File: src/design/positional_array_list_defines.svh
// ----------------------------------------------------------------------------
// Positional array list assertion macros
// Shared property wrappers for the list block checks.
// ----------------------------------------------------------------------------
`ifndef POSITIONAL_ARRAY_LIST_DEFINES_SVH
`define POSITIONAL_ARRAY_LIST_DEFINES_SVH

// Same-cycle implication, disabled during reset
`define PAL_ASSERT_NOW(label, clk, rst, ante, cons, msg) \
  label: assert property (@(posedge clk) disable iff (rst) (ante) |-> (cons)) \
    else $error(msg);

// Next-cycle implication, disabled during reset
`define PAL_ASSERT_NEXT(label, clk, rst, ante, cons, msg) \
  label: assert property (@(posedge clk) disable iff (rst) (ante) |=> (cons)) \
    else $error(msg);

`endif

File: src/design/pal_pkg.sv
`timescale 1ns / 1ps
// ----------------------------------------------------------------------------
// pal_pkg
// Types and constants shared by the positional array list cells and top level.
// ----------------------------------------------------------------------------
package pal_pkg;

  localparam int DEPTH     = 16;
  localparam int IDX_W     = $clog2(DEPTH);
  localparam int WORD_W    = 32;
  localparam int POS_W     = 5;
  localparam int CNT_W     = 5;
  localparam int CAP_W     = 5;
  localparam int MODE_W    = 3;
  localparam int STATUS_W  = 2;
  localparam logic [CAP_W-1:0] CAP_RESET = CAP_W'(10);

  typedef enum logic [MODE_W-1:0] {
    MODE_GET    = 3'd0,
    MODE_SET    = 3'd1,
    MODE_INSERT = 3'd2,
    MODE_DELETE = 3'd3,
    MODE_CLEAR  = 3'd4
  } mode_t;

  typedef enum logic [STATUS_W-1:0] {
    ST_OK    = 2'd0,
    ST_RANGE = 2'd1,
    ST_FULL  = 2'd2
  } status_t;

  typedef enum logic [1:0] {
    OP_HOLD   = 2'd0,
    OP_SET    = 2'd1,
    OP_INSERT = 2'd2,
    OP_DELETE = 2'd3
  } cell_op_t;

  typedef struct packed {
    cell_op_t          op;
    logic [IDX_W-1:0]  idx;
    logic [WORD_W-1:0] word;
  } cell_cmd_t;

endpackage

File: src/design/pal_cell.sv
`timescale 1ns / 1ps
// ----------------------------------------------------------------------------
// pal_cell
// One list entry: overwrite, take the left neighbor on insert, take the right
// neighbor on delete, and add its word to the read chain when selected.
// ----------------------------------------------------------------------------
module pal_cell (
  input  logic                      clk,
  input  pal_pkg::cell_cmd_t        cmd,
  input  logic [pal_pkg::IDX_W-1:0] cell_idx,
  input  logic [pal_pkg::WORD_W-1:0] left_data,
  input  logic [pal_pkg::WORD_W-1:0] right_data,
  input  logic [pal_pkg::WORD_W-1:0] rd_in,
  output logic [pal_pkg::WORD_W-1:0] data,
  output logic [pal_pkg::WORD_W-1:0] rd_out
);
  import pal_pkg::*;

  logic [WORD_W-1:0] data_next;
  logic              hit;

  assign hit    = (cell_idx == cmd.idx);
  assign rd_out = rd_in | (hit ? data : '0);

  always_comb begin
    data_next = data;
    case (cmd.op)
      OP_SET: begin
        if (hit) data_next = cmd.word;
      end
      OP_INSERT: begin
        if (hit) data_next = cmd.word;
        else if (cell_idx > cmd.idx) data_next = left_data;
      end
      OP_DELETE: begin
        if (cell_idx >= cmd.idx) data_next = right_data;
      end
      default: ;
    endcase
  end

  always_ff @(posedge clk) begin
    data <= data_next;
  end

endmodule

File: src/design/pal_row.sv
`timescale 1ns / 1ps
// ----------------------------------------------------------------------------
// pal_row
// Row of list cells linked to their neighbors, with an OR chain for reads.
// ----------------------------------------------------------------------------
module pal_row (
  input  logic                       clk,
  input  pal_pkg::cell_cmd_t         cmd,
  output logic [pal_pkg::WORD_W-1:0] rd_data
);
  import pal_pkg::*;

  logic [WORD_W-1:0] cell_data [DEPTH];
  logic [WORD_W-1:0] rd_chain  [DEPTH+1];

  assign rd_chain[0] = '0;
  assign rd_data     = rd_chain[DEPTH];

  for (genvar i = 0; i < DEPTH; i++) begin : g_cell
    logic [WORD_W-1:0] left_w;
    logic [WORD_W-1:0] right_w;

    if (i == 0) begin : g_first
      assign left_w = '0;
    end else begin : g_mid_l
      assign left_w = cell_data[i-1];
    end

    if (i == DEPTH-1) begin : g_last
      assign right_w = '0;
    end else begin : g_mid_r
      assign right_w = cell_data[i+1];
    end

    pal_cell u_cell (
      .clk        (clk),
      .cmd        (cmd),
      .cell_idx   (IDX_W'(i)),
      .left_data  (left_w),
      .right_data (right_w),
      .rd_in      (rd_chain[i]),
      .data       (cell_data[i]),
      .rd_out     (rd_chain[i+1])
    );
  end

endmodule

File: src/design/positional_array_list.sv
`timescale 1ns / 1ps
`include "positional_array_list_defines.svh"
// ----------------------------------------------------------------------------
// positional_array_list
// Bounded list of 32-bit words by 1-based position: get, set, insert, delete
// and clear, one result per operation, built on a row of shifting cells.
// ----------------------------------------------------------------------------
// Channel   Dir  Width  Contents
// s_axis    in   40     mode, position, new_value
// m_axis    out  48     read_value, status, count, is_full, is_empty
// cfg       in   5      capacity
//
// Each operation is applied at its accepting edge: all cells shift or load
// together, and the result lands in the output register.
// One operation per cycle is sustained while m_axis_tready stays high; a held
// result stalls input only when a new one would overwrite it.
// Synchronous reset empties the list and sets capacity to 10; no clearing
// pass is needed since entries past the count are never read.
// ----------------------------------------------------------------------------
module positional_array_list (
  input  logic        clk,
  input  logic        rst,
  input  logic        s_axis_tvalid,
  output logic        s_axis_tready,
  input  logic [39:0] s_axis_tdata,  // [2:0] mode, [7:3] position, [39:8] new_value
  output logic        m_axis_tvalid,
  input  logic        m_axis_tready,
  output logic [47:0] m_axis_tdata,  // [31:0] read_value, [33:32] status,
                                     // [38:34] count, [39] is_full,
                                     // [40] is_empty, [47:41] zero
  input  logic        cfg_valid,
  output logic        cfg_ready,
  input  logic [4:0]  cfg_data       // [4:0] capacity
);
  import pal_pkg::*;

  logic [CNT_W-1:0]  count;
  logic [CNT_W-1:0]  count_next;
  logic [CAP_W-1:0]  capacity;
  logic [CAP_W-1:0]  cap_eff;
  logic              accept;

  mode_t             mode;
  logic [POS_W-1:0]  pos;
  logic [WORD_W-1:0] word;
  logic              pos_ok;
  logic              ins_pos_ok;
  logic              full_now;
  logic              rd_sel;
  status_t           status;
  cell_op_t          op;
  cell_cmd_t         cmd;
  logic [WORD_W-1:0] row_rd;
  logic [WORD_W-1:0] read_value;

  assign cfg_ready     = 1'b1;
  assign accept        = s_axis_tvalid & s_axis_tready;
  assign s_axis_tready = ~m_axis_tvalid | m_axis_tready;

  assign mode = mode_t'(s_axis_tdata[2:0]);
  assign pos  = s_axis_tdata[7:3];
  assign word = s_axis_tdata[39:8];

  assign cap_eff    = (capacity > CAP_W'(DEPTH)) ? CAP_W'(DEPTH) : capacity;
  assign full_now   = (count >= CNT_W'(cap_eff));
  assign pos_ok     = (pos != '0) && (pos <= POS_W'(count));
  assign ins_pos_ok = (pos != '0) &&
                      ({1'b0, pos} <= ({1'b0, POS_W'(count)} + (POS_W+1)'(1)));

  always_comb begin
    status     = ST_OK;
    op         = OP_HOLD;
    rd_sel     = 1'b0;
    count_next = count;
    unique case (mode)
      MODE_GET: begin
        if (!pos_ok) status = ST_RANGE;
        else rd_sel = 1'b1;
      end
      MODE_SET: begin
        if (!pos_ok) status = ST_RANGE;
        else op = OP_SET;
      end
      MODE_INSERT: begin
        if (!ins_pos_ok) begin
          status = ST_RANGE;
        end else if (full_now) begin
          status = ST_FULL;
        end else begin
          op         = OP_INSERT;
          count_next = count + CNT_W'(1);
        end
      end
      MODE_DELETE: begin
        if (!pos_ok) begin
          status = ST_RANGE;
        end else begin
          op         = OP_DELETE;
          rd_sel     = 1'b1;
          count_next = count - CNT_W'(1);
        end
      end
      MODE_CLEAR: begin
        count_next = '0;
      end
      default: ;
    endcase
  end

  // Cells only move on an accepted transfer
  assign cmd.op   = accept ? op : OP_HOLD;
  assign cmd.idx  = IDX_W'(pos - POS_W'(1));
  assign cmd.word = word;

  pal_row u_row (
    .clk     (clk),
    .cmd     (cmd),
    .rd_data (row_rd)
  );

  assign read_value = rd_sel ? row_rd : '0;

  always_ff @(posedge clk) begin
    if (rst) begin
      count    <= '0;
      capacity <= CAP_RESET;
    end else begin
      if (accept) count <= count_next;
      if (cfg_valid && cfg_ready) capacity <= cfg_data;
    end
  end

  always_ff @(posedge clk) begin
    if (rst) begin
      m_axis_tvalid <= 1'b0;
    end else if (accept) begin
      m_axis_tvalid <= 1'b1;
    end else if (m_axis_tready) begin
      m_axis_tvalid <= 1'b0;
    end
  end

  always_ff @(posedge clk) begin
    if (accept) begin
      m_axis_tdata <= {7'b0,
                       (count_next == '0),
                       (count_next >= CNT_W'(cap_eff)),
                       count_next,
                       status,
                       read_value};
    end
  end

  `PAL_ASSERT_NOW(a_count_bound, clk, rst, 1'b1, count <= CNT_W'(DEPTH), "count above depth")
  `PAL_ASSERT_NEXT(a_accept_valid, clk, rst, accept, m_axis_tvalid, "accepted item gave no result")
  `PAL_ASSERT_NEXT(a_insert_grows, clk, rst, accept && (cmd.op == OP_INSERT), count == $past(count) + CNT_W'(1), "insert did not grow count")
  `PAL_ASSERT_NOW(a_empty_flag, clk, rst, m_axis_tvalid, m_axis_tdata[40] == (m_axis_tdata[38:34] == '0), "empty flag disagrees with count")

endmodule

File: config.mk
export PLATFORM = sky130hd
export DESIGN_NAME = positional_array_list
export DESIGN_NICKNAME = d
export VERILOG_FILES = /design/src/design/pal_pkg.sv /design/src/design/pal_cell.sv /design/src/design/pal_row.sv /design/src/design/positional_array_list.sv
export VERILOG_INCLUDE_DIRS = /design/src /design/src/design
export SDC_FILE = /design/constraint.sdc
export NUM_CORES = 2
export LEC_CHECK = 0
export ABC_AREA = 1
export BUFFER_PORTS_ARGS = -buffer_cell sky130_fd_sc_hd__buf_2
export CAP_MARGIN = 40
export CORE_MARGIN = 4
export CORE_UTILIZATION = 30
export CTS_BUF_LIST = sky130_fd_sc_hd__clkbuf_8 sky130_fd_sc_hd__clkbuf_16
export DETAILED_ROUTE_END_ITERATION = 8
export PLACE_DENSITY = 0.42
export SLEW_MARGIN = 25
export SYNTH_ARGS = -nofsm -noshare
export SYNTH_HDL_FRONTEND = slang
export SYNTH_SLANG_ARGS = --single-unit
File: constraint.sdc
create_clock -name clk -period 13.4 [get_ports clk]
set_input_delay 1.34 -clock clk [delete_from_list [all_inputs] [get_ports clk]]
set_output_delay 1.34 -clock clk [all_outputs]
set_load 0.1 [all_outputs]
==> metrics.csv <==
metric;value;unit
Cell Rows;126;
CTS sink count;564;
fin crit period;5.63;ns
Distinct cells, synth;31;
slowest CP cell;buf_12;
WP buf/inv;6;
RR Endpoint;u_row.g_cell[4].u_cell.data[7];
Setup crit end;u_row.g_cell[4].u_cell.data[7];
Crit Path Max Fanout;193;
Worst path most repeated cell;nand2_1;
routed via count;34296;
routability cong.;0.801;
IO Count;101;
Starting Density;0.302;
Die X;352;µm
Die Y;352;µm
Layout area overhead;11.6;%
clock skew;0.0269;ns
DRT antenna net count;0;
worst min-delay path class;reg2reg;
DRC viols;0;
pre-CTS setup slack;7.09;ns
TritonCTS buffer count;75;
CP startpoint kind;primary input;
clk_lat worst skew;0.66;ns
slew margin rel.;0.247;
asr flop ratio synth;0;
Core Util, Final;0.337;
Final Hold Vio Count;0;
RR Startpoint;count[0];
Fmax;178;MHz
DR WL/cell;25.3;µm
number of global-route vias before repair;32299;
Bufs on Longest Clock Path;3;
CP Depth;16;
kind of critical path;in2reg;
total negative slack;0;ns
Pre-antenna DRT Iters;6;
CP top delay family;buffers and inverters;
RSZ-0062 raised after global routing;false;
fin crit share;0.420;
LEAKAGE;15.4;nW
power share of the clock group;0.426;
Core ar.;118000;µm²
cell area after synthesis;35500;µm²
Setup Viol. Count Final;0;
smallest hold slack;0.458;ns
clock root buffer;clkbuf_16;
# diodes;0;
maxcap violations;0;
number of H-tree levels;3;
Critical Path AT;6.11;ns
post-CTS resize count;0;
Logic pwr share;0.135;
post-route setup slack;7.77;ns
Cells after Synth;4748;
Peak supply drop;0.0000755;V
clock slew at reported path FFs;0.05;ns
Avg Inst Size Synth;7.48;µm²
Routed Wire Length;157;mm
Hold Crit Depth;2;
Final HPWL DP;88.1;mm
#FFs+latches synth;564;
CTS tree;done;
sw frac;0.297;
Reg2Reg Depth;19;
CP endpoint kind;flop;
share of cells above drive strength 1;0.0679;
Post-CTS Setup Inserts;0;
critical path required time;13.88;ns
DR iter-0 viols;3945;
first-pass GRT wire length;230;mm
status;finished, final reports clean;
gr ovfl total;0;
Warnings, synthesis;0;
crit-path max cell delay;0.74;ns
post-synthesis sequential area ratio;0.474;
die area;124000;µm²
Nets;4675;
initial antenna violation count;4;
pin count of the biggest net entering global routing;194;
Slew @ Worst Pin;1.13;ns
Internal;0.00324;W
CP Cell Sequence;buf_2, inv_2, ha_1, inv_1, nand2_1, nand2_1, nand2_2, inv_1, nand2_1, nand2_1, nand2_4, nor2_4, buf_12, buf_12, nand2_1, nand3_1;
Post-synth EDFFs;553;
worst setup path startpoint;s_axis_tdata[3];
Total Power;0.00461;W
port bufs;92;
routed vias/inst;5.54;
power density over the cells;116;nW/µm²
ys flop type;edfxtp_1;
reg-to-reg setup timing slack;7.80;ns
sequential power share;0.439;
switching power total;0.00137;W
Global Route Usage Sum;0.243;
Hold Buf Count CTS;0;
fin. max-slew vios;0;
==> cell usage after synthesis (6+ instances only) <==
master | n | share of area
nand2_1 | 1565 | 0.17
nand3_1 | 1027 | 0.14
o21ai_0 | 589 | 0.083
edfxtp_1 | 553 | 0.47
inv_1 | 245 | 0.026
clkbuf_1 | 244 | 0.026
nor2_1 | 197 | 0.021
buf_2 | 110 | 0.015
nand3b_1 | 32 | 0.0068
o22ai_1 | 31 | 0.0055
ha_1 | 25 | 0.0088
buf_6 | 24 | 0.0076
o21ai_1 | 19 | 0.0027
a21oi_1 | 14 | 0.0020
mux2i_1 | 13 | 0.0037
buf_4 | 11 | 0.0023
dfxtp_1 | 11 | 0.0062
buf_1 | 10 | 0.0011
nand4_1 | 6 | 0.0011
==> registers in the layout, summed over array words and instances (netlist names) <==
name                      cells
u_row.g_cell.u_cell.data    512
m_axis_tdata                 41
capacity                      5
count                         5
m_axis_tvalid                 1
==> how the worst min path moves through the flow <==
| stage | startpoint | end | slack (ns) |
|---|---|---|---|
| global route | capacity[1] | capacity[1] | 0.49 |
| floorplan | capacity[1] | capacity[1] | 0.43 |
| finish | capacity[0] | capacity[0] | 0.46 |
| global placement | capacity[3] | capacity[3] | 0.45 |
| detailed placement | capacity[1] | capacity[1] | 0.45 |
| CTS | capacity[0] | capacity[0] | 0.47 |
==> metal layers <==
layer | share of wire | vias to the layer above | GRT usage
li1 | - | 15769 | -
met1 | 0.46 | 16901 | 0.349
met2 | 0.45 | 1399 | 0.388
met3 | 0.063 | 227 | 0.0292
met4 | 0.024 | 0 | 0.0617
met5 | 0 | - | 0
==> power groups by stage <==
stage / Combinational, W / Sequential (W) / Clock, W
4_1_cts: 0.000621 / 0.00202 / 0.00201
6_report: 0.000625 / 0.00202 / 0.00196
3_3_place_gp: 0.000610 / 0.00206 / 0
3_5_place_dp: 0.000620 / 0.00206 / 0
2_1_floorplan: 0.000343 / 0.00212 / 0
5_1_grt: 0.000679 / 0.00203 / 0.00207
==> stage by stage <==
step / std cells / area, µm²
after floorplan: 4754 / 35600
after global placement: 6036 / 36900
after detailed placement: 6056 / 37300
after CTS: 6187 / 39600
after global routing: 6190 / 39700
final: 6190 / 39700
==> tightest hold or removal path, cell delays in order, from the launching register on <==
cell,delay [ns]
dfxtp_1,0.29
inv_1,0.06
a21oi_1,0.06
==> final cells by class <==
cell class                 count  area (µm²)
clock buffer                  80        1980
clock inverter                51         294
fill                       12552       78100
inverter                     248         950
multi-input combinational   3543       16300
sequential                   564       16800
tap                         1536        1920
timing repair buffer         168        1420
==> cells by family (layout without fill, tap and decap cells) <==
logic type      Yosys count  after routing  share of synthesized area
fa+ha+maj                25             25                    0.00880
mux                      13             13                    0.00366
flops                   564            564                      0.474
xor+xnor                  5              5                    0.00123
simple gates           2836           2836                      0.340
other cells               2              8                   0.000211
compound gates          656            656                     0.0938
buf+inv                 647            547                     0.0784
==> placed cells by master (no fill, tap or decap), types with 6 or more instances in the layout <==
cell type,n
nand2_1,1559
nand3_1,1022
o21ai_0,585
edfxtp_1,553
inv_1,252
nor2_1,188
buf_2,93
clkbuf_16,78
buf_4,49
nand3b_1,32
o22ai_1,28
ha_1,25
o21ai_1,18
clkinv_1,18
mux2i_1,13
buf_12,13
clkinv_2,12
a21oi_1,11
dfxtp_1,11
buf_16,11
nor2_4,10
conb_1,8
nand4_1,6
nand2_4,6
Note: power is estimated with default switching activity, not from simulation.
